### src/mhdt_pkg.sv
// ----------------------------------------------------------------------------
// mhdt_pkg - shared types and codes for the min-heap deadline timer
// Field widths, operation and result codes, sequencer states and words.
// ----------------------------------------------------------------------------
package mhdt_pkg;

	localparam int OP_W   = 3;
	localparam int ID_W   = 10;
	localparam int TO_W   = 31;
	localparam int DL_W   = 32;
	localparam int KIND_W = 2;

	localparam logic [OP_W-1:0] OP_ADD    = 3'd0;
	localparam logic [OP_W-1:0] OP_ADJUST = 3'd1;
	localparam logic [OP_W-1:0] OP_FIRE   = 3'd2;
	localparam logic [OP_W-1:0] OP_EXPIRE = 3'd3;
	localparam logic [OP_W-1:0] OP_POP    = 3'd4;
	localparam logic [OP_W-1:0] OP_CLEAR  = 3'd5;

	localparam logic [KIND_W-1:0] KIND_FIRED  = 2'd0;
	localparam logic [KIND_W-1:0] KIND_NEXT   = 2'd1;
	localparam logic [KIND_W-1:0] KIND_DONE   = 2'd2;
	localparam logic [KIND_W-1:0] KIND_REJECT = 2'd3;

	typedef enum logic [3:0] {
		S_IDLE,
		S_LOOKUP,
		S_CHECK,
		S_EX_RD,
		S_EX_CHK,
		S_RM_TAIL,
		S_RM_LOAD,
		S_SD_RD,
		S_SD_PICK,
		S_SD_CMP,
		S_SU_RD,
		S_SU_CMP,
		S_DR_RD,
		S_DR_SEND,
		S_DR_FIN
	} state_t;

	typedef struct packed {
		logic [KIND_W-1:0] kind;
		logic [ID_W-1:0]   result_id;
		logic [TO_W-1:0]   remaining_ms;
		logic              heap_empty;
		logic              last;
	} rsp_word_t;

	typedef struct packed {
		logic [DL_W-1:0] diff;
		logic            earlier;
		logic            due;
	} cmp_res_t;

endpackage

### src/mhdt_cmp_unit.sv
// ----------------------------------------------------------------------------
// mhdt_cmp_unit - shared deadline comparator
// One 32-bit wrap subtractor: a earlier than b, and a not after b.
// ----------------------------------------------------------------------------
module mhdt_cmp_unit (
	input  logic [mhdt_pkg::DL_W-1:0] a,
	input  logic [mhdt_pkg::DL_W-1:0] b,
	output mhdt_pkg::cmp_res_t        res
);
	import mhdt_pkg::*;

	logic [DL_W-1:0] diff;

	assign diff        = a - b;
	assign res.diff    = diff;
	assign res.earlier = diff[DL_W-1];
	assign res.due     = diff[DL_W-1] || (diff == '0);
endmodule

### config.mk
export PLATFORM = sky130hd
export DESIGN_NAME = mhdt_cmp_unit
export DESIGN_NICKNAME = d
export VERILOG_FILES = /design/src/mhdt_pkg.sv /design/src/mhdt_cmp_unit.sv
export SDC_FILE = /design/constraint.sdc
export NUM_CORES = 1
export LEC_CHECK = 0
export BUFFER_PORTS_ARGS = -buffer_cell sky130_fd_sc_hd__buf_2
export CORE_UTILIZATION = 54
export DETAILED_ROUTE_END_ITERATION = 16
export PLACE_DENSITY = 0.9
export SYNTH_ARGS = -nofsm -noshare
export SYNTH_HDL_FRONTEND = slang
export SYNTH_SLANG_ARGS = --single-unit
### constraint.sdc
create_clock -name vclk -period 7.05
set_input_delay 0.705 -clock vclk [all_inputs]
set_output_delay 0.705 -clock vclk [all_outputs]
set_load 0.05 [all_outputs]
==> flow_summary.toml <==
[power_and_ir_drop]
pwr_density_cell_nw_per_um2 = 156
power_mw = 0.416
worst_voltage_drop_across_the_vdd_grid_uv = 105
p_leak_nw = 1.44

[routing]
final_antenna_net_count = 0
post_drt_wl_per_cell_um = 12.8
detailroute.via_count = 2695
drt-total-wl_mm = 5.97
drc = 0
drc_marker_count_from_the_first_detailed_route_iteration = 141
via_per_inst = 5.80
drt-pass1-iter-count = 4

[global_route]
grt_use_total_pct = 27.7
grt_antenna_before_repair = 0
grt_pass1_vias = 2330
globalRouteOverflowTotal = 0
grt_start_max_net_pins = 11
grt_first_pass_wirelength_mm = 9.65

[timing]
setup_viol = 0
max-slew-margin-rel_pct = 61.2
layout_worst_path_cycle_share_pct = 71.4
worstMarginPinSlew_ns = 0.579
finalMaxSlewViolations = 0
setup_tns_ns = 0
grt_setup_unrepaired = "false"
finalHoldViolCount = 0
achievable-frequency_mhz = 199
finalWorstPathRequiredPeriod_ns = 5.04

[floorplanning]
design.die.area_um2 = 4240
start_util_pct = 57.5
floorplan.rows = 22
num_io_pins = 98
die-width_um = 65.1
core_area_um2 = 3740
die-height_um = 65.1

[worst_setup_path]
worst-setup-path-type = "primary input to primary output"
cp.required_ns = 6.34
cp_data_arrival_time_ns = 4.33
critical_path.endpoint_type = "primary output"
critical_path.max_fanout = 9
critPathLaunchType = "primary input"

[clock_network]
post_cts_buffers = 0
cts_repair_resize_count = 0
cts_hold_buf = 0

[worst_hold_path]
hold_path_startpoint = "b[0]"
holdCritPathClass = "primary input to primary output"
worst_hold_path.num_cells = 4
hold-path-endpoint = "res[2]"

[cells_and_area]
final_cell_mix = "buf_2 (98), inv_1 (48), ha_1 (31)"
design.final.nets = 515
multi_input_area_um2 = 1930
mostFrequentLayoutCell = "buf_2"
final_core_utilization_pct = 71.0
post_route_cells_drive_above_1_share_pct = 26.4
seq_cell_count = 0
antennaDiodeCount = 0
clkbuf_count = 0
sequential_standard_cell_area_um2 = 0
fillers = 333
syn2layout_area_growth_pct = 23.4

[placed_design]
buffer_ports.inserted = 98
gp_congestion = 0.903
hpwlAfterDp_mm = 5.22

[yosys]
ys_seq_area_share_pct = 0
synthesis.instances = 328
synth.cell_area_um2 = 2150
syn-mean-instance-area_um2 = 6.56
ys.warnings.count = 0
synth_cell_types = 59
synthesis.nets = 424

[job]
number_of_violations_of_the_max_capacitance_limit = 0

[run_status]
outcome = "finished clean"
layout make-up:
type,count,share of cell area [%]
Timing Repair Buffer,98,18.5
Inverter,48,6.78
Tap cell,48,2.26
Multi-Input combinational cell,271,72.5
kinds of logic after synthesis:
logic type                 Yosys count  synth area share [%]
adders and majority gates           32                  18.9
xor gates and xnor gates            24                  9.76
AOI/OAI and AO/OA                  113                  37.0
buffers and inverters               57                  10.5
and+or+nand+nor                    102                  23.8
how the worst max path moves through the flow:
stage	slack (ns)	depth (start not counted)	endpoint	from
floorplan	1.59	13	res[0]	a[0]
global placement	2.19	15	res[0]	a[0]
detailed placement	2.02	15	res[0]	a[0]
CTS	2.02	15	res[0]	a[0]
global route	1.77	15	res[0]	a[0]
finish	2.01	15	res[0]	a[0]
cell usage after synthesis, drive strengths merged (6+ instances only):
cell type	count	area share, %
nand2	27	4.7
xnor2	14	5.7
a21oi	28	6.9
xor2	10	4.1
and2	7	2.0
nor2	27	4.7
o211ai	7	2.4
inv	48	8.4
nor3	8	1.9
clkbuf	6	1.0
nand3	8	1.9
a21o	11	3.8
ha	31	18
o21ai	21	5.1
metrics by stage:
step	hold WS, ns	cells	area (um^2)	setup WS, ns
6_report	1.83	465	2660	2.01
3_5_place_dp	1.83	465	2660	2.02
4_1_cts	1.83	465	2660	2.02
5_1_grt	1.84	465	2660	1.77
3_3_place_gp	1.83	465	2660	2.19
2_1_floorplan	1.70	328	2150	1.59
routing by layer:
layer	global-route usage [%]	part of all wire [%]	routed length (um)	vias up
met4	6.25	2.5	150	0
met1	34.7	44	2630	1196
met3	2.43	7.2	433	16
li1	-	-	-	1371
met5	0	0	0	-
met2	50.7	46	2760	112
worst max-delay path, stage by stage:
cell and delay (ns):
buf_2 0.08, inv_1 0.03, ha_1 0.21, fa_1 0.41, nor2b_1 0.18, o2111ai_1 0.16, a21oi_2 0.38, o211ai_1 0.18
a211oi_1 0.28, o21ai_0 0.16, a2111oi_1 0.37, nand4b_1 0.16, or4b_1 0.51, o41ai_2 0.21, buf_2 0.31
power by group:
| group | switching, mW | internal [mW] | total (mW) |
|---|---|---|---|
| clock network | 0 | 0 | 0 |
| registers | 0 | 0 | 0 |
| logic | 0.293 | 0.123 | 0.416 |
| total | 0.293 | 0.123 | 0.416 |
No activity file was read; power rests on OpenSTA's default activity.
