**src/mhdt_pkg.sv**
```systemverilog
// ----------------------------------------------------------------------------
// mhdt_pkg - shared types and codes for the min-heap deadline timer
// Field widths, operation and result codes, sequencer states and words.
// ----------------------------------------------------------------------------
package mhdt_pkg;

	localparam int OP_W   = 3;
	localparam int ID_W   = 10;
	localparam int TO_W   = 31;
	localparam int DL_W   = 32;
	localparam int KIND_W = 2;

	localparam logic [OP_W-1:0] OP_ADD    = 3'd0;
	localparam logic [OP_W-1:0] OP_ADJUST = 3'd1;
	localparam logic [OP_W-1:0] OP_FIRE   = 3'd2;
	localparam logic [OP_W-1:0] OP_EXPIRE = 3'd3;
	localparam logic [OP_W-1:0] OP_POP    = 3'd4;
	localparam logic [OP_W-1:0] OP_CLEAR  = 3'd5;

	localparam logic [KIND_W-1:0] KIND_FIRED  = 2'd0;
	localparam logic [KIND_W-1:0] KIND_NEXT   = 2'd1;
	localparam logic [KIND_W-1:0] KIND_DONE   = 2'd2;
	localparam logic [KIND_W-1:0] KIND_REJECT = 2'd3;

	typedef enum logic [3:0] {
		S_IDLE,
		S_LOOKUP,
		S_CHECK,
		S_EX_RD,
		S_EX_CHK,
		S_RM_TAIL,
		S_RM_LOAD,
		S_SD_RD,
		S_SD_PICK,
		S_SD_CMP,
		S_SU_RD,
		S_SU_CMP,
		S_DR_RD,
		S_DR_SEND,
		S_DR_FIN
	} state_t;

	typedef struct packed {
		logic [KIND_W-1:0] kind;
		logic [ID_W-1:0]   result_id;
		logic [TO_W-1:0]   remaining_ms;
		logic              heap_empty;
		logic              last;
	} rsp_word_t;

	typedef struct packed {
		logic [DL_W-1:0] diff;
		logic            earlier;
		logic            due;
	} cmp_res_t;

endpackage

```
**src/mhdt_rsp_if.sv**
```systemverilog
// ----------------------------------------------------------------------------
// mhdt_rsp_if - response channel
// Valid/ready channel carrying one timer result word.
// ----------------------------------------------------------------------------
interface mhdt_rsp_if;
	import mhdt_pkg::*;

	logic              valid;
	logic              ready;
	logic [KIND_W-1:0] kind;
	logic [ID_W-1:0]   result_id;
	logic [TO_W-1:0]   remaining_ms;
	logic              heap_empty;
	logic              last;

	modport source (output valid, kind, result_id, remaining_ms, heap_empty, last,
		input ready);
	modport sink   (input valid, kind, result_id, remaining_ms, heap_empty, last,
		output ready);
endinterface

```
**src/mhdt_out_stage.sv**
```systemverilog
// ----------------------------------------------------------------------------
// mhdt_out_stage - response output register
// Holds one result word until the receiver takes it.
// ----------------------------------------------------------------------------
module mhdt_out_stage (
	input  logic                clk,
	input  logic                arst_n,
	input  logic                load,
	input  mhdt_pkg::rsp_word_t word,
	output logic                free,
	mhdt_rsp_if.source          rsp
);
	import mhdt_pkg::*;

	logic      valid_q;
	rsp_word_t word_q;

	assign free = !valid_q || rsp.ready;

	always_ff @(posedge clk or negedge arst_n) begin
		if (!arst_n) begin
			valid_q <= 1'b0;
		end else if (load) begin
			valid_q <= 1'b1;
		end else if (rsp.ready) begin
			valid_q <= 1'b0;
		end
	end

	always_ff @(posedge clk) begin
		if (load) begin
			word_q <= word;
		end
	end

	assign rsp.valid        = valid_q;
	assign rsp.kind         = word_q.kind;
	assign rsp.result_id    = word_q.result_id;
	assign rsp.remaining_ms = word_q.remaining_ms;
	assign rsp.heap_empty   = word_q.heap_empty;
	assign rsp.last         = word_q.last;
endmodule

```
**src/flat_wrapper.sv**
```systemverilog
// flat-port wrapper written by rule: the top's interface ports become plain ports
module mhdt_out_stage_flat import mhdt_pkg::*;
  (clk, arst_n, load, word, free, rsp_valid, rsp_kind, rsp_result_id, rsp_remaining_ms, rsp_heap_empty, rsp_last, rsp_ready);
  mhdt_rsp_if rsp_i ();
  input  logic clk;
  input  logic arst_n;
  input  logic load;
  input  mhdt_pkg::rsp_word_t word;
  output logic free;
  output wire logic [$bits(rsp_i.valid)-1:0] rsp_valid;
  output wire logic [$bits(rsp_i.kind)-1:0] rsp_kind;
  output wire logic [$bits(rsp_i.result_id)-1:0] rsp_result_id;
  output wire logic [$bits(rsp_i.remaining_ms)-1:0] rsp_remaining_ms;
  output wire logic [$bits(rsp_i.heap_empty)-1:0] rsp_heap_empty;
  output wire logic [$bits(rsp_i.last)-1:0] rsp_last;
  input wire logic [$bits(rsp_i.ready)-1:0] rsp_ready;
  assign rsp_valid = rsp_i.valid;
  assign rsp_kind = rsp_i.kind;
  assign rsp_result_id = rsp_i.result_id;
  assign rsp_remaining_ms = rsp_i.remaining_ms;
  assign rsp_heap_empty = rsp_i.heap_empty;
  assign rsp_last = rsp_i.last;
  assign rsp_i.ready = rsp_ready;
  mhdt_out_stage u_core (.clk(clk), .arst_n(arst_n), .load(load), .word(word), .free(free), .rsp(rsp_i));
endmodule
```
**config.mk**
```make
export PLATFORM = sky130hd
export DESIGN_NAME = mhdt_out_stage_flat
export DESIGN_NICKNAME = d
export VERILOG_FILES = /design/src/mhdt_pkg.sv /design/src/mhdt_rsp_if.sv /design/src/mhdt_out_stage.sv /design/src/flat_wrapper.sv
export SDC_FILE = /design/constraint.sdc
export NUM_CORES = 1
export LEC_CHECK = 0
export BUFFER_PORTS_ARGS = -buffer_cell sky130_fd_sc_hd__buf_4
export CAP_MARGIN = 20
export CELL_PAD_IN_SITES_DETAIL_PLACEMENT = 1
export CELL_PAD_IN_SITES_GLOBAL_PLACEMENT = 1
export CORE_AREA = 2 2 70 72
export CTS_CLUSTER_SIZE = 14
export DETAILED_ROUTE_END_ITERATION = 16
export DIE_AREA = 0 0 72 74
export HOLD_SLACK_MARGIN = 0.06
export MAX_ROUTING_LAYER = met4
export PLACE_DENSITY_LB_ADDON = 0.12
export SLEW_MARGIN = 25
export SYNTH_ARGS = -nofsm -noshare
export SYNTH_HDL_FRONTEND = slang
export SYNTH_SLANG_ARGS = --single-unit
export TNS_END_PERCENT = 10
```
**constraint.sdc**
```tcl
create_clock -name clk -period 0.9 [get_ports clk]
set_clock_uncertainty 0.05 [all_clocks]
set_input_delay 0.18 -clock clk [delete_from_list [all_inputs] [get_ports clk]]
set_output_delay 0.18 -clock clk [all_outputs]
set_load 0.01 [all_outputs]
```
==> impl_metrics.json, run 1 <==
{
  "placed_instances": 199,
  "timing.critical_path.max_delay_family": "flip-flops",
  "dieWidth_um": 72,
  "drt-initial-drc-count": 80,
  "finalCritPeriodShare": 1.265,
  "detailroute.via_count": 1043,
  "critical_path_peak_fanout": 2,
  "yosys.area.top_type_share": 0.9660,
  "met2_usage": 0.3477,
  "final_net_count": 248,
  "holdCritPathClass": "in2async",
  "combPwrFrac": 0.179,
  "relSlewSlack": 0.9085,
  "grt_busiest_layer": "met2",
  "setup.worst_path.start": "u_core.rsp.valid",
  "crit_path_cell_trace": "nand2b_4 > buf_6",
  "drtAntennaViolNets": 0,
  "filler_cell_count": 411,
  "largest_net_degree_at_the_start_of_global_routing": 26,
  "setup.worst_path.class": "reg2out",
  "pre_cts_ws_ns": 0.05963,
  "netlist.top_cell.by_area": "edfxtp_1",
  "groute.layer.met3.usage": 0.02439,
  "status": "finished with violations",
  "synth.ff_latch_count": 46,
  "vias_per_cell": 4.106,
  "ys_seq_area_frac": 0.9839,
  "netlist_top_cells_area": "edfxtp_1 97%, dfrtp_1 1.8%, nand2b_4 0.98%",
  "timing.final.max_slew_violations": 0,
  "irDropWorstVdd_uv": 1020,
  "p_per_area_nw_per_um2": 1617,
  "area_delta_synth_final_pct": 110.9,
  "finish.instance_area_um2": 2950,
  "fin_cells": 254,
  "gp_congestion": 0.7438,
  "crit_slowest_cell": "dfrtp_1",
  "cts_sinks": 46,
  "dpl_cell_area_um2": 2220,
  "part_of_the_total_power_dissipated_in_the_clock_network": 0.271,
  "slowest_delay_ns": 0.42,
  "drc_errors": 0,
  "fin_ws_ns": -0.2382,
  "initial_core_utilization": 0.3042,
  "globalRoute.totalOverflow": 0,
  "total_negative_slack_ns": -7.541,
  "clk_root_buffer_cell": "clkbuf_8",
  "drt-total-wl_mm": 4.527,
  "crit_path_end_kind": "primary output",
  "fmaxAchievable_mhz": 878.6,
  "crit-reg2reg-launch": "u_core.rsp.valid",
  "crit-reg2reg-capture": "u_core.rsp.valid",
  "synth_cells": 48,
  "violations_in_the_final_reports": "negative setup slack",
  "startpoint_type": "register",
  "placementRows": 25,
  "crit_path_arrival_time_ns": 0.91,
  "clkTransAtPathRegs_ns": 0.08,
  "clk_path_buf_depth": 2,
  "power.sequential.fraction": 0.550,
  "synth_cell_types": 4,
  "power_switching_mw": 1.031,
  "grt_pass1_vias": 1207,
  "worst_r2r_path_depth": 3,
  "cts_htree_levels": 2,
  "worst-endpoint-required_ns": 0.67,
  "io_pins": 96,
  "grt_util_met1": 0.1758,
  "layout-drive-gt1-share": 0.5300,
  "num_antenna_cells": 0,
  "mappedNetlistArea_um2": 1399,
  "power.static_leakage_nw": 1.237,
  "floorplan.die_area_um2": 5328,
  "max_slew.worst_pin.slew_ns": 0.1372,
  "coreArea_um2": 4598,
  "timing.critical_path.buf_inv": 1,
  "clkLatencyLatePin_ns": 0.30,
  "grt_antenna_before_repair": 0,
  "synthesis.nets": 97,
  "worst_hold_slack_ns": 0.1520,
  "timing.reg2reg.setup_slack_ns": 0.08,
  "final-setup-viol-count": 47,
  "track_usage": 0.1790,
  "fin_util": 0.6416,
  "cts_inserted_buffers": 5,
  "syn_area_per_cell_um2": 29.14,
  "power_report.internal_total_mw": 3.741,
  "max_capacitance_violation_total": 0,
  "rsz0062_at_grt": "yes",
  "power.total_mw": 4.772,
  "grt_pass1_wl_mm": 6.465,
  "power_switching_share": 0.2161,
  "dr.pass1.iters": 3,
  "tritoncts_clock_tree": "built",
  "place.port_buffers": 95,
  "dieHeight_um": 74,
  "hold_viol_final": 0,
  "post-route-min-period_ns": 1.138,
  "synthesis.yosys.warnings": 0,
  "wire_length_per_cell_um": 17.82
}
## state kept, by name, indices dropped and copies added, names as in the netlist
register,cells
u_core.rsp.remaining_ms,31
u_core.rsp.result_id,10
u_core.rsp.kind,2
u_core.rsp.heap_empty,1
u_core.rsp.last,1
u_core.rsp.valid,1
## cell usage in the layout (no fill, tap or decap), drive strengths merged
cell	synthesis	routed
buf	0	98
dlygate4sd3	0	46
edfxtp	45	45
clkbuf	0	8
nand2b	2	2
dfrtp	1	1
## worst reg2reg max path, stage by stage, from the launching register on
cell and delay [ns]:
dfrtp_1 0.42, nand2b_4 0.09, buf_4 0.11, nand2b_2 0.05
## what timing repair did
item | in CTS | in global routing
hold buffers | 46 | 0
endpoints found under the hold margin | 46 | 0
gates resized for setup | 37 | 9
endpoints found under the setup margin | 47 | 47
setup buffers | 1 | 0
## power by group through the flow
| stage | clock [mW] | sequential [mW] | combinational, mW |
|---|---|---|---|
| 2_1_floorplan | 0 | 2.72 | 0.0104 |
| 3_3_place_gp | 0 | 2.63 | 0.577 |
| 3_5_place_dp | 0 | 2.63 | 0.585 |
| 4_1_cts | 1.32 | 2.61 | 0.828 |
| 5_1_grt | 1.40 | 2.64 | 0.904 |
| 6_report | 1.29 | 2.62 | 0.854 |
## cell type report
type | instances | area (um^2) | area share
clock buffers | 8 | 90.09 | 0.03053
multi-input cells | 2 | 22.52 | 0.007634
flip-flops and latches | 46 | 1376 | 0.4665
well taps | 54 | 67.56 | 0.02290
repair buffers | 144 | 1394 | 0.4724
## worst max path at each step
stage,cells past startpoint,to
6_report,2,free
4_1_cts,2,free
2_1_floorplan,1,free
3_5_place_dp,2,u_core.rsp.remaining_ms[12]
5_1_grt,2,free
3_3_place_gp,2,u_core.rsp.remaining_ms[12]
## synth_stat cells
master / n
edfxtp_1: 45
dfrtp_1: 1
nand2b_2: 1
nand2b_4: 1
## cells by family (layout without fill, tap and decap cells)
kind of cell  Yosys count  count (layout)  share of synthesized area
simple gates            2               2                    0.01610
flops                  46              46                     0.9839
buf+inv                 0             152                          0
## per-layer routing
metal	part of all wire	vias to the layer above
met1	0.32	500
li1	-	491
met5	0	-
met3	0.038	8
met2	0.63	44
met4	0.019	0
No activity file was read; power rests on OpenSTA's default activity.
==> run 2: changes to the inputs <==
--- a/config.mk
+++ b/config.mk
@@ -5,14 +5,15 @@
 export SDC_FILE = /design/constraint.sdc
 export NUM_CORES = 1
 export LEC_CHECK = 0
+export ABC_AREA = 1
 export BUFFER_PORTS_ARGS = -buffer_cell sky130_fd_sc_hd__buf_4
 export CAP_MARGIN = 20
 export CELL_PAD_IN_SITES_DETAIL_PLACEMENT = 1
 export CELL_PAD_IN_SITES_GLOBAL_PLACEMENT = 1
-export CORE_AREA = 2 2 70 72
+export CORE_AREA = 2 2 71 73
 export CTS_CLUSTER_SIZE = 14
 export DETAILED_ROUTE_END_ITERATION = 16
-export DIE_AREA = 0 0 72 74
+export DIE_AREA = 0 0 73 75
 export HOLD_SLACK_MARGIN = 0.06
 export MAX_ROUTING_LAYER = met4
 export PLACE_DENSITY_LB_ADDON = 0.12
==> run 2 against run 1 <==
  * Die area grew 2.8%
  * Utilization shrank 1.6 points
  * Final cell count grew 0.39%
  * Worst hold slack lost 0.020 ns
  * Largest cell class is now sequential cells
  * Fmax grew 2.5%
  * Critical path type unchanged
  * Largest power group unchanged
  * The run still ends with negative setup slack left
  * Sequential power is essentially flat
==> impl_metrics.json, run 2 <==
{
  "final-setup-viol-count": 47,
  "setup.worst_path.class": "reg2out",
  "critical_path_peak_fanout": 2,
  "cts_sinks": 46,
  "mostFrequentLayoutCells": "53 x buf_4, 46 x dlygate4sd3_1, 45 x edfxtp_1, 42 x buf_6, 5 x clkbuf_8",
  "post_synth_most_frequent_cells": "45 x edfxtp_1, 2 x inv_1, 2 x nand2_2",
  "dr.pass1.iters": 2,
  "crit-reg2reg-launch": "u_core.rsp.valid",
  "power.static_leakage_nw": 1.232,
  "total_negative_slack_ns": -6.713,
  "synth_async_sr_flop_share": 0.02174,
  "grt_pass1_wl_mm": 5.658,
  "most_frequent_standard_cell_in_the_layout_excluding_fill_and_tap_cells": "buf_4",
  "ys_seq_area_frac": 0.9857,
  "status": "finished with violations",
  "yosys.area.top_type_share": 0.9677,
  "fin_ws_ns": -0.2108,
  "globalRoute.totalOverflow": 0,
  "grt_pass1_vias": 1174,
  "slowest_delay_ns": 0.40,
  "timing.critical_path.buf_inv": 1,
  "timing.critical_path.max_delay_family": "flip-flops",
  "final_net_count": 249,
  "netlist.top_cell.by_area": "edfxtp_1",
  "clk_root_buffer_cell": "clkbuf_8",
  "most_common_cell_in_the_netlist": "edfxtp_1",
  "cts_htree_levels": 2,
  "place.port_buffers": 95,
  "fmaxAchievable_mhz": 900.3,
  "mappedNetlistArea_um2": 1396,
  "synth.ff_latch_count": 46,
  "worstHoldStart": "rsp_ready",
  "initial_core_utilization": 0.2996,
  "setup.worst_path.start": "u_core.rsp.valid",
  "max_slew.worst_pin.slew_ns": 0.1458,
  "post-route-min-period_ns": 1.111,
  "hpwlAfterDp_mm": 2.504,
  "clkTransAtPathRegs_ns": 0.08,
  "track_usage": 0.1490,
  "filler_cell_count": 431,
  "crit_path_cell_trace": "nand2_2 > buf_6",
  "tritoncts_clock_tree": "built",
  "holdCritPathClass": "in2reg",
  "power.total_mw": 4.616,
  "crit_slowest_cell": "dfrtp_1",
  "io_pins": 96,
  "number_of_flops_mapped_to_enable_cells_by_yosys": 45,
  "hold_viol_final": 0,
  "largest_net_degree_at_the_start_of_global_routing": 27,
  "num_antenna_cells": 0,
  "layout-drive-gt1-share": 0.5274,
  "synth_cell_types": 4,
  "clk_path_buf_depth": 2,
  "rsz0062_at_grt": "yes",
  "finish.instance_area_um2": 2918,
  "worst-endpoint-required_ns": 0.67,
  "crit_path_arrival_time_ns": 0.88,
  "detailroute.via_count": 1063,
  "wire_length_per_cell_um": 15.04,
  "largest_reg_flops": 31,
  "cts_inserted_buffers": 5,
  "netlist_top_cells_area": "edfxtp_1 97%, dfrtp_1 1.8%, nand2_2 0.90%",
  "crit_path_end_kind": "primary output",
  "placementRows": 25,
  "grt_antenna_before_repair": 0,
  "startpoint_type": "register",
  "floorplan.die_area_um2": 5475,
  "clkLatencyLatePin_ns": 0.29,
  "synthesis.yosys.warnings": 0,
  "area_delta_synth_final_pct": 109.0,
  "relSlewSlack": 0.9028,
  "syn_area_per_cell_um2": 27.93,
  "register_area_um2": 1376,
  "gp_congestion": 0.6127,
  "finalCritPeriodShare": 1.234,
  "drc_errors": 0,
  "multi_input_comb_area_um2": 12.51,
  "coreArea_um2": 4661,
  "timing.final.max_slew_violations": 0,
  "drtAntennaViolNets": 0,
  "p_per_area_nw_per_um2": 1582,
  "drt-total-wl_mm": 3.836,
  "synth_cells": 50,
  "max_capacitance_violation_total": 0,
  "synthesis.nets": 99,
  "drt-initial-drc-count": 71,
  "irDropWorstVdd_uv": 856.7,
  "violations_in_the_final_reports": "negative setup slack",
  "vias_per_cell": 4.169,
  "dominantRegCellSynth": "edfxtp_1",
  "pre_cts_ws_ns": 0.04680,
  "dieHeight_um": 75,
  "dpl_cell_area_um2": 2217,
  "dieWidth_um": 73
}
## run 2: through the flow
step | hold slack, ns | util | cells
global route | 0.1313 | 0.6260 | 255
floorplan | -0.1656 | - | 50
global placement | -0.09456 | 0.4757 | 201
CTS | 0.1121 | 0.6180 | 255
finish | 0.1318 | 0.6260 | 255
detailed placement | -0.09409 | 0.4757 | 201
## run 2: power breakdown
part / switching, mW / internal, mW
sequential: 0.0757 / 2.54
combinational: 0.265 / 0.557
clock: 0.640 / 0.539
## run 2: routing by layer
| layer | wire length (um) | GRT usage |
|---|---|---|
| met5 | 0 | - |
| met4 | 27 | 0.04321 |
| met3 | 257 | 0.04953 |
| met2 | 2252 | 0.2773 |
| met1 | 1299 | 0.1470 |
## run 2: final timing paths
check                                   end  slack, ns  cells past startpoint
hold / removal             u_core.rsp.valid       0.13                      4
hold reg to reg            u_core.rsp.valid       0.49                      2
min in group asynchronous  u_core.rsp.valid       0.14                      2
setup reg to reg           u_core.rsp.valid       0.21                      2
max in group asynchronous  u_core.rsp.valid       0.58                      2
setup / recovery                       free      -0.21                      2
## run 2: tightest hold or removal path: cells and delay by family
family	cells	cell delay [ns]
and+or+nand+nor	2	0.13
buffers and inverters	2	0.12
## run 2: layout make-up
type / count / share of cell area
Sequential cell: 46 / 0.4717
Timing Repair Buffer: 143 / 0.4700
Clock buffer: 6 / 0.02487
Tap cell: 54 / 0.02316
Multi-Input combinational cell: 2 / 0.004288
Clock inverter: 2 / 0.003431
Inverter: 2 / 0.002573
## run 2: repair_timing
item,4_1_cts,5_1_grt
gates resized for setup,32,10
endpoints found under the hold margin,46,0
buffers inserted,0,0
setup endpoints to repair,47,47
hold buffers,46,0
pin swaps,1,0
## run 2: kinds of logic (layout without fill, tap and decap cells)
logic type | after synthesis | after routing | share of synthesized area
simple gates | 2 | 2 | 0.008959
flops | 46 | 46 | 0.9857
buf+inv | 2 | 153 | 0.005378
